<file path="src/rtl/rmg_pkg.sv">
// ----------------------------------------------------------------------------
// Row maze generator package
// Shared widths and constants of the row maze generator.
// ----------------------------------------------------------------------------
package rmg_pkg;
  localparam int unsigned LabelW = 5;
  localparam int unsigned CfgW   = 6;
  localparam int unsigned JoinW  = 31;
  localparam int unsigned CarveW = 32;
  localparam logic [CfgW-1:0] ColsReset = 6'd32;
endpackage

</file>
<file path="src/rtl/row_maze_generator_top.sv">
// ----------------------------------------------------------------------------
// Row maze generator
// Builds one maze row per request with Eller's algorithm.
// ----------------------------------------------------------------------------
// Channel | Signals                                   | Direction
// in      | in_valid_i, in_stall_o, join/carve/last   | request in
// out     | out_valid_o, out_stall_i, walls, done     | result out
// cfg     | cfg_we_i, cfg_data_i                      | register write
// For W columns a request runs a label pass, a fresh-label pass, a join pass,
// a scan pass and a carve pass. The label, fresh-label, scan and carve passes
// each walk the W columns; the join pass decides each column pair and, for every
// pair that joins, walks the whole row to relabel it. The last row skips scan and carve.
// Reset clears labels and assignment flags and sets the column count to 32.
// A result waits in its output register while the output is stalled; the
// block takes the next request once the result register is free.
module row_maze_generator_top #(
  parameter int unsigned MAX_COLUMNS = 32
) (
  input  logic                         clk_i,
  input  logic                         rst_ni,
  input  logic                         cfg_we_i,
  input  logic [rmg_pkg::CfgW-1:0]     cfg_data_i,
  input  logic                         in_valid_i,
  output logic                         in_stall_o,
  input  logic [rmg_pkg::JoinW-1:0]    join_bits_i,
  input  logic [rmg_pkg::CarveW-1:0]   carve_bits_i,
  input  logic                         last_row_i,
  output logic                         out_valid_o,
  input  logic                         out_stall_i,
  output logic [rmg_pkg::JoinW-1:0]    right_walls_o,
  output logic [rmg_pkg::CarveW-1:0]   down_walls_o,
  output logic                         maze_done_o
);
  localparam int unsigned NCol = (MAX_COLUMNS < 32) ? MAX_COLUMNS : 32;
  localparam int unsigned IdxW = $clog2(NCol);
  localparam int unsigned CntW = $clog2(NCol + 1);
  localparam int unsigned LW   = rmg_pkg::LabelW;

  typedef enum logic [2:0] {
    S_IDLE, S_USED, S_FRESH, S_JOIN, S_SCAN, S_CARVE, S_DONE
  } state_e;

  state_e state_q;
  logic [LW-1:0] lab_q [NCol];
  logic [NCol-1:0] asg_q;
  logic [rmg_pkg::CfgW-1:0] cols_q;
  logic [31:0] used_q, has_q, carved_q;
  logic [rmg_pkg::JoinW-1:0] join_q, right_q;
  logic last_q;
  logic [CntW-1:0] w_q;
  logic [IdxW-1:0] i_q, j_q;
  logic [LW-1:0] keep_q, gone_q;
  logic [31:0] seen_q;

  // Clamped column count.
  logic [CntW-1:0] w_c;
  always_comb begin
    priority if (cols_q < 6'd2) w_c = CntW'(2);
    else if (32'(cols_q) > NCol) w_c = CntW'(NCol);
    else w_c = CntW'(cols_q);
  end

  // Lowest free label.
  logic [LW-1:0] free_c;
  always_comb begin
    free_c = '0;
    for (int k = 31; k >= 0; k--) begin
      if (!used_q[k]) free_c = LW'(k);
    end
  end

  logic [CntW-1:0] i_ext, j_ext;
  assign i_ext = CntW'(i_q);
  assign j_ext = CntW'(j_q);

  assign in_stall_o = (state_q != S_IDLE) || out_valid_o;

  always_ff @(posedge clk_i or negedge rst_ni) begin
    if (!rst_ni) begin
      state_q <= S_IDLE;
      asg_q <= '0;
      cols_q <= rmg_pkg::ColsReset;
      out_valid_o <= 1'b0;
      for (int k = 0; k < NCol; k++) lab_q[k] <= '0;
    end else begin
      if (cfg_we_i) cols_q <= cfg_data_i;
      if (out_valid_o && !out_stall_i) out_valid_o <= 1'b0;
      unique case (state_q)
        S_IDLE: begin
          if (in_valid_i && !in_stall_o) begin
            join_q <= join_bits_i;
            carved_q <= carve_bits_i;
            last_q <= last_row_i;
            w_q <= w_c;
            used_q <= '0;
            i_q <= '0;
            for (int k = 0; k < NCol; k++) begin
              if (CntW'(k) >= w_c) begin
                asg_q[k] <= 1'b0;
                lab_q[k] <= '0;
              end
            end
            state_q <= S_USED;
          end
        end
        S_USED: begin
          if (asg_q[i_q]) used_q[lab_q[i_q]] <= 1'b1;
          if (i_ext == w_q - 1'b1) begin
            i_q <= '0;
            state_q <= S_FRESH;
          end else i_q <= i_q + 1'b1;
        end
        S_FRESH: begin
          if (!asg_q[i_q]) begin
            lab_q[i_q] <= free_c;
            asg_q[i_q] <= 1'b1;
            used_q[free_c] <= 1'b1;
          end
          if (i_ext == w_q - 1'b1) begin
            i_q <= IdxW'(1);
            j_q <= '0;
            right_q <= '0;
            state_q <= S_JOIN;
          end else i_q <= i_q + 1'b1;
        end
        S_JOIN: begin
          // First sweep cycle of a pair decides; then relabel column by column.
          if (j_q == '0) begin
            keep_q <= lab_q[i_q - 1'b1];
            gone_q <= lab_q[i_q];
          end
          if (j_q == '0 && (lab_q[i_q - 1'b1] == lab_q[i_q] ||
              (!last_q && !join_q[i_q - 1'b1]))) begin
            right_q[i_q - 1'b1] <= 1'b1;
            if (i_ext == w_q - 1'b1) begin
              i_q <= '0;
              seen_q <= '0;
              has_q <= '0;
              state_q <= last_q ? S_DONE : S_SCAN;
            end else i_q <= i_q + 1'b1;
          end else begin
            if (j_q != '0 && lab_q[j_q] == gone_q)
              lab_q[j_q] <= keep_q;
            if (j_q == '0 && lab_q[0] == lab_q[i_q]) lab_q[0] <= lab_q[i_q - 1'b1];
            if (j_ext == w_q - 1'b1) begin
              j_q <= '0;
              if (i_ext == w_q - 1'b1) begin
                i_q <= '0;
                seen_q <= '0;
                has_q <= '0;
                state_q <= last_q ? S_DONE : S_SCAN;
              end else i_q <= i_q + 1'b1;
            end else j_q <= j_q + 1'b1;
          end
        end
        S_SCAN: begin
          // Which sets already have a requested passage.
          if (carved_q[i_q]) has_q[lab_q[i_q]] <= 1'b1;
          if (i_ext == w_q - 1'b1) begin
            i_q <= IdxW'(w_q - 1'b1);
            state_q <= S_CARVE;
          end else i_q <= i_q + 1'b1;
        end
        S_CARVE: begin
          // Right to left: first sighting of a set is its rightmost column.
          if (!seen_q[lab_q[i_q]]) begin
            seen_q[lab_q[i_q]] <= 1'b1;
            if (!has_q[lab_q[i_q]]) carved_q[i_q] <= 1'b1;
          end
          if (i_q == '0) state_q <= S_DONE;
          else i_q <= i_q - 1'b1;
        end
        default: begin
          right_walls_o <= right_q & JoinW_mask(w_q);
          maze_done_o <= last_q;
          if (last_q) begin
            down_walls_o <= '1;
            asg_q <= '0;
            for (int k = 0; k < NCol; k++) lab_q[k] <= '0;
          end else begin
            for (int k = 0; k < 32; k++)
              down_walls_o[k] <= !(CntW'(k) < w_q && carved_q[k]);
            for (int k = 0; k < NCol; k++) begin
              if (CntW'(k) < w_q) begin
                asg_q[k] <= carved_q[k];
                if (!carved_q[k]) lab_q[k] <= '0;
              end
            end
          end
          out_valid_o <= 1'b1;
          state_q <= S_IDLE;
        end
      endcase
    end
  end

  function automatic logic [rmg_pkg::JoinW-1:0] JoinW_mask(input logic [CntW-1:0] w);
    logic [rmg_pkg::JoinW-1:0] m;
    m = '0;
    for (int k = 0; k < 31; k++) if (CntW'(k + 1) < w) m[k] = 1'b1;
    return m;
  endfunction
endmodule

</file>
<file path="config.mk">
export PLATFORM = sky130hd
export DESIGN_NAME = row_maze_generator_top
export DESIGN_NICKNAME = d
export VERILOG_FILES = /design/src/rtl/rmg_pkg.sv /design/src/rtl/row_maze_generator_top.sv
export SDC_FILE = /design/constraint.sdc
export NUM_CORES = 2
export LEC_CHECK = 0
export BUFFER_PORTS_ARGS = -buffer_cell sky130_fd_sc_hd__buf_4
export CORE_MARGIN = 3
export CORE_UTILIZATION = 45
export CTS_BUF_LIST = sky130_fd_sc_hd__clkbuf_4 sky130_fd_sc_hd__clkbuf_8
export CTS_CLUSTER_DIAMETER = 30
export DETAILED_ROUTE_END_ITERATION = 16
export GPL_TIMING_DRIVEN = 1
export PLACE_DENSITY = 0.68
export SYNTH_ARGS = -nofsm -noshare
export SYNTH_HDL_FRONTEND = slang
export SYNTH_SLANG_ARGS = --single-unit
</file>
<file path="constraint.sdc">
create_clock -name clk_i -period 9.2 [get_ports clk_i]
set_input_delay 0.46 -clock clk_i [delete_from_list [all_inputs] [get_ports clk_i]]
set_output_delay 0.46 -clock clk_i [all_outputs]
set_load 0.01 [all_outputs]
</file>
== Word-level counts from Yosys, hierarchy flattened ==
Cells that the tools add are included.

* Bitwise operators: 14
* $lt $le $gt $ge: 79
* Equal/unequal tests: 91
* Mux-type cells: 345
* Reduce and logical (&&, ||, !) cells: 235
* $add $sub $neg: 4

{| class="wikitable"
|+ Operators with widths
! kind !! number
|-
| $mux 160 || 5
|-
| $mux 5 || 147
|-
| $pmux 160 s4 || 1
|-
| $mux 32 || 17
|-
| $bwmux 160 || 2
|-
| $reduce_and 8->1 || 32
|-
| $or 32x32->32 || 6
|-
| $pmux 32 s2 || 3
|-
| $pmux 32 s3 || 2
|-
| $reduce_and 5->1 || 35
|-
| $reduce_bool 5->1 || 33
|-
| $ne 5x1->1 const B || 32
|-
| $mux 1 || 137
|-
| $reduce_bool 4->1 || 32
|-
| $ge 5x6->1 const A || 16
|-
| $lt 5x6->1 const A || 16
|-
| $ne 2x2->1 const B || 46
|-
| $bmux 5 s5 || 3
|-
| $mux 31 || 2
|-
| $pmux 31 s2 || 1
|-
| $demux 5 s5 || 2
|-
| $ge 4x6->1 const A || 8
|-
| $lt 4x6->1 const A || 8
|-
| $logic_and 1x1->1 || 44
|-
| other kinds (48) || 138
|}

* Output and inout bits: 66
* Word-level logic and storage cells: 850
* Register bits: 483
* Input port bits: 75

== Logic depth before layout (Yosys ltp) ==
* Word-level depth: 39
* Mapped depth: 21
* Gate-level depth less buffers: 11

== Worst setup path before layout ==
OpenSTA, ideal clock, no wires.

* Kind: register -> register
* Start point: register i_q[1]
* End point: register used_q[0] (enable)
* Data required time: 8.606 ns
* Library setup time: 0.594 ns
* Cell stages (with the launch flop): 9
* Arrival: 7.070 ns
* Path buffers: 2
* Path slack: 1.536 ns
* Period minus slack after synthesis: 7.664 ns
* Cell sequence: edfxtp_1 > clkbuf_1 > buf_2 > nor4bb_1 > a22oi_1 > and4_1 > nand2_1 > o21ai_0 > a2111oi_0

* Word-level cells in the longest chain between the ends: 4
* Elaborated cells between the ends (all ways): 5
* Classes of those cells: 2 x eq/ne; 2 x mux; 1 x reduce/logical

{| class="wikitable"
|+ RTL lines
! element !! RTL line !! RTL
|-
| start, declared || row_maze_generator_top.sv:51 || <nowiki>logic [IdxW-1:0] i_q, j_q;</nowiki>
|-
| start signal, assigned || row_maze_generator_top.sv:111 || <nowiki>end else i_q <= i_q + 1'b1;</nowiki>
|-
| start signal, assigned || row_maze_generator_top.sv:120 || <nowiki>i_q <= IdxW'(1);</nowiki>
|-
| start signal, assigned || row_maze_generator_top.sv:124 || <nowiki>end else i_q <= i_q + 1'b1;</nowiki>
|-
| $bmux 1 s5 * || row_maze_generator_top.sv:107, row_maze_generator_top.sv:114 ||
|-
| $mux 1 (implied by the code) * || row_maze_generator_top.sv:107, row_maze_generator_top.sv:114 ||
|-
| $ne 2x2->1 (no source line) || -- ||
|-
| $reduce_and 5->1 (no source line) * || -- ||
|-
| end signal, assigned || row_maze_generator_top.sv:95 || <nowiki>used_q <= '0;</nowiki>
|-
| end signal, assigned by index || row_maze_generator_top.sv:107 || <nowiki>if (asg_q[i_q]) used_q[lab_q[i_q]] <= 1'b1;</nowiki>
|-
| end signal, assigned by index || row_maze_generator_top.sv:117 || <nowiki>used_q[free_c] <= 1'b1;</nowiki>
|-
| end, declared || row_maze_generator_top.sv:47 || <nowiki>logic [31:0] used_q, has_q, carved_q;</nowiki>
|}

Mark *: on every way between the ends. The rest lies on a longest branch, timed or not. The select of a mux whose other input is x is not followed.
A chain may end at the register's enable or synchronous reset.

== Worst setup path after layout ==
* Start point: register i_q[3]
* End point: register carved_q[25] (enable)

* Word-level cells in the longest chain between the ends: 8
* Elaborated cells between the ends (all ways): 11
* Classes of those cells: 2 x eq/ne; 7 x mux; 1 x bitwise; 1 x reduce/logical

{| class="wikitable"
|+ RTL lines
! element !! RTL line !! RTL
|-
| $not 5->6 (implied by the code) * || row_maze_generator_top.sv:166, row_maze_generator_top.sv:168 ||
|-
| $bmux 5 s5 * || row_maze_generator_top.sv:166, row_maze_generator_top.sv:168 ||
|-
| $mux 5 (implied by the code) * (2 in series) || row_maze_generator_top.sv:166, row_maze_generator_top.sv:168 ||
|-
| $bmux 1 s5 (on tied branches) || row_maze_generator_top.sv:168, row_maze_generator_top.sv:166 ||
|-
| $mux 1 (on tied branches) || row_maze_generator_top.sv:168, row_maze_generator_top.sv:166 ||
|-
| $ne 2x2->1 (no source line) || -- ||
|-
| $reduce_and 5->1 (no source line) * || -- ||
|-
| end signal, assigned || row_maze_generator_top.sv:92 || <nowiki>carved_q <= carve_bits_i;</nowiki>
|-
| end, declared || row_maze_generator_top.sv:47 ||
|}

Marked as above.

==> results_dict.tcl <==
set metrics [dict create \
    status "finished, final reports clean" \
    crit_type "reg2reg" \
    start_util_pct 45.5 \
    die-area_mm2 0.0742 \
    postCtsSetupBuffers 0 \
    p_leak_nw 13.5 \
    portBuffers 140 \
    r2r_setup_slack_ns 3.32 \
    worstPathRequired_ns 9.57 \
    ant_nets 0 \
    rr_endpoint "carved_q[25]" \
    synthAdderAreaFrac_pct 0.580 \
    syn_area_mm2 0.0319 \
    fin_nets 3674 \
    area_growth_pct 16.4 \
    crit_arrival_ns 6.25 \
    ys_types 92 \
    synth-async-reset-ratio_pct 41.8 \
    drt-total-wl_um 144000 \
    antenna_found_initial 12 \
    cpPeakStageDelay_ns 1.03 \
    grt_pass1_vias 30328 \
    finalCriticalPeriod_ns 5.88 \
    rsz0062_at_grt "no" \
    worst_path_most_repeated_cell "o211ai_1" \
    avgViaCountPerCell 6.90 \
    root_buffer "clkbuf_8" \
    clk_pin_slew_ns 0.06 \
    drv_slew 0 \
    syn_inst 3441 \
    wl_per_cell_um 31.0 \
    setup_viol 0 \
    dpl_worst_slack_ns 3.49 \
    rows 97 \
    rr_worst_depth 10 \
    worstSkewPairLatency_ns 0.77 \
    synth_mux_area_share_pct 12.3 \
    cts_tree "yes" \
    relSlewSlack_pct 13.4 \
    setup.worst_path.end "carved_q[25]" \
    setup-tns-final_ns 0 \
    synth-compound-area-share_pct 21.3 \
    layout_setup_ws_ns 3.32 \
    core_mm2 0.0701 \
    first_pass_iters 9 \
    clock-sinks 483 \
    fmax_mhz 170 \
    timing.rr.start "i_q[3]" \
    drive_above_1_share_pct 16.7 \
    drv_cap 0 \
    drt_iter0_markers 5355 \
    synthXorXnorAreaFrac_pct 0.878 \
    synth_warnings 0 \
    synth_area_per_cell_um2 9.28 \
    crit_chain "buf_4 -> and4b_1 -> a22oi_1 -> nand4_1 -> nor2_4 -> mux2_2 -> o211ai_1 -> o211ai_1 -> o41ai_1 -> and4_2" \
    fp.dieW_um 272 \
    worstMarginPinSlew_ns 1.29 \
    ys.flop_type "edfxtp_1" \
    cts.path.max_buffers 3 \
    grt_remaining_overflow 0 \
    peakVddDrop_v 0.000377 \
    crit_path_start "i_q[3]" \
    ys_seq_elements 483 \
    ys_seq_area_share_pct 42.3 \
    cts_buffers 114 \
    cts_max_level 3 \
    place.gp.congestion 1.11 \
    vias 31971 \
    hold_viol_final 0 \
    synth_nets 3530 \
    io_pins 141 \
    grt_max_degree 167 \
    post-route-drc-count 0 \
    cp-start-kind "register" \
    critical_path.slowest_cell "nor2_4" \
    hold_path_class "in2reg" \
    fp.dieH_um 272 \
    skew_ns 0.0646 \
    cp_max_fo 32 \
    synth-simple-area-share_pct 18.2 \
    dp.final_hpwl_um 101000 \
    p_per_area_mw_per_mm2 388 \
    grt_use_total_pct 37.8 \
    synth_top_family_by_area "compound AO/OA/AOI/OAI gates" \
    setup.worst_path.end_class "register" \
    synth-edff-count 281 \
    grt_pass1_wl_um 208000 \
    min_period_over_period_pct 63.9 \
]
sequential cells by signal (all words and copies together) (netlist names), 6 cells and up:
name / cells
lab_q: 160
asg_q: 32
carved_q: 32
down_walls_o: 32
has_q: 32
seen_q: 32
used_q: 32
join_q: 31
right_q: 31
right_walls_o: 31
cols_q: 6
w_q: 6
critical path: cells and delay by family (launching register included):
| kind | cells | cell delay (ns) |
|---|---|---|
| DFF | 1 | 0.65 |
| and+or+nand+nor | 4 | 2.95 |
| buffers and inverters | 1 | 0.42 |
| AOI/OAI and AO/OA | 4 | 0.97 |
| muxes | 1 | 0.42 |
worst min path at each step:
stage                           from           end  slack (ns)  depth (start not counted)
detailed placement            rst_ni    lab_q[138]        0.41                          1
floorplan                     rst_ni      asg_q[0]        0.16                          0
finish              carve_bits_i[29]  carved_q[29]        0.02                          3
global route                cfg_we_i     cols_q[0]        0.02                          2
CTS                         cfg_we_i     cols_q[0]       0.003                          2
global placement              rst_ni    lab_q[124]        0.41                          1
where the power goes:
group	internal, mW	leakage (nW)	switching [mW]
Combinational	2.35	6.81	5.47
Clock	1.83	1.35	1.18
Sequential	2.85	5.31	0.733
kinds of logic after synthesis:
family / after synthesis
muxes: 305
AOI/OAI and AO/OA: 1067
DFF: 483
buffers and inverters: 339
xor gates and xnor gates: 32
and+or+nand+nor: 1200
adders and majority gates: 15
area by class of cell:
class / instances / area, µm²
antenna: 9 / 22.5
clock buffer: 134 / 1760
clock inverter: 80 / 960
fill: 6418 / 33000
inverter: 90 / 338
multi-input combinational: 2619 / 17100
sequential: 483 / 13500
tap: 940 / 1180
timing repair buffer: 277 / 2300
synth_stat cells, drive strengths merged (13+ instances only):
cell type / count / share of area [%]
o2bb2ai: 69 / 1.9
and2: 22 / 0.43
o31ai: 18 / 0.42
nor3: 61 / 1.1
mux4: 65 / 4.6
o21ai: 257 / 4.0
edfxtp: 281 / 26
nor4: 19 / 0.42
nand2b: 41 / 0.80
buf: 65 / 1.3
or2: 13 / 0.25
o211ai: 16 / 0.38
a211oi: 15 / 0.37
clkbuf: 184 / 2.2
mux2i: 205 / 6.5
ha: 14 / 0.55
or4: 13 / 0.41
inv: 90 / 1.1
nor2: 432 / 5.1
a21oi: 248 / 3.9
or3: 16 / 0.31
o22ai: 108 / 2.1
or3b: 22 / 0.60
nand2: 319 / 3.8
o41ai: 16 / 0.44
a31oi: 61 / 1.2
nand4: 28 / 0.55
mux2: 35 / 1.2
xnor2: 19 / 0.52
xor2: 13 / 0.36
a22o: 21 / 0.58
nor2b: 48 / 0.94
dfrtp: 201 / 16
nand3: 93 / 1.5
a22oi: 135 / 3.2
timing repair:
item	in CTS	in global routing
resized for setup	0	0
hold endpoints to repair	106	0
hold buffers	64	0
placed cells by master, fill, tap and decap left out, drive strengths merged, types with 95 or more instances in the layout:
| master | n |
|---|---|
| clkbuf | 134 |
| mux2i | 205 |
| o21ai | 257 |
| a22oi | 135 |
| nor2 | 432 |
| o22ai | 108 |
| nand2 | 319 |
| edfxtp | 281 |
| inv | 95 |
| buf | 213 |
| a21oi | 248 |
| dfrtp | 201 |
stage by stage:
step | hold WS (ns) | area, µm² | instances | utilization (%) | power, mW
after floorplan | 0.164 | 31900 | 3441 | - | 8.28
after global placement | 0.408 | 33800 | 4345 | 48.1 | 10.9
after detailed placement | 0.408 | 33800 | 4345 | 48.1 | 10.9
after CTS | 0.00288 | 37100 | 4623 | 52.9 | 14.0
after global routing | 0.0158 | 37100 | 4626 | 53.0 | 14.9
final | 0.0202 | 37200 | 4632 | 53.0 | 14.4
per-layer routing:
| layer | wire (µm) | up-vias | GRT usage [%] |
|---|---|---|---|
| met4 | 11500 | 2 | 24.4 |
| met2 | 59900 | 2557 | 54.1 |
| li1 | - | 13333 | - |
| met3 | 20000 | 603 | 13.2 |
| met5 | 13 | - | 0 |
| met1 | 52200 | 15476 | 48.5 |
Power figures use the tool's default switching activity.
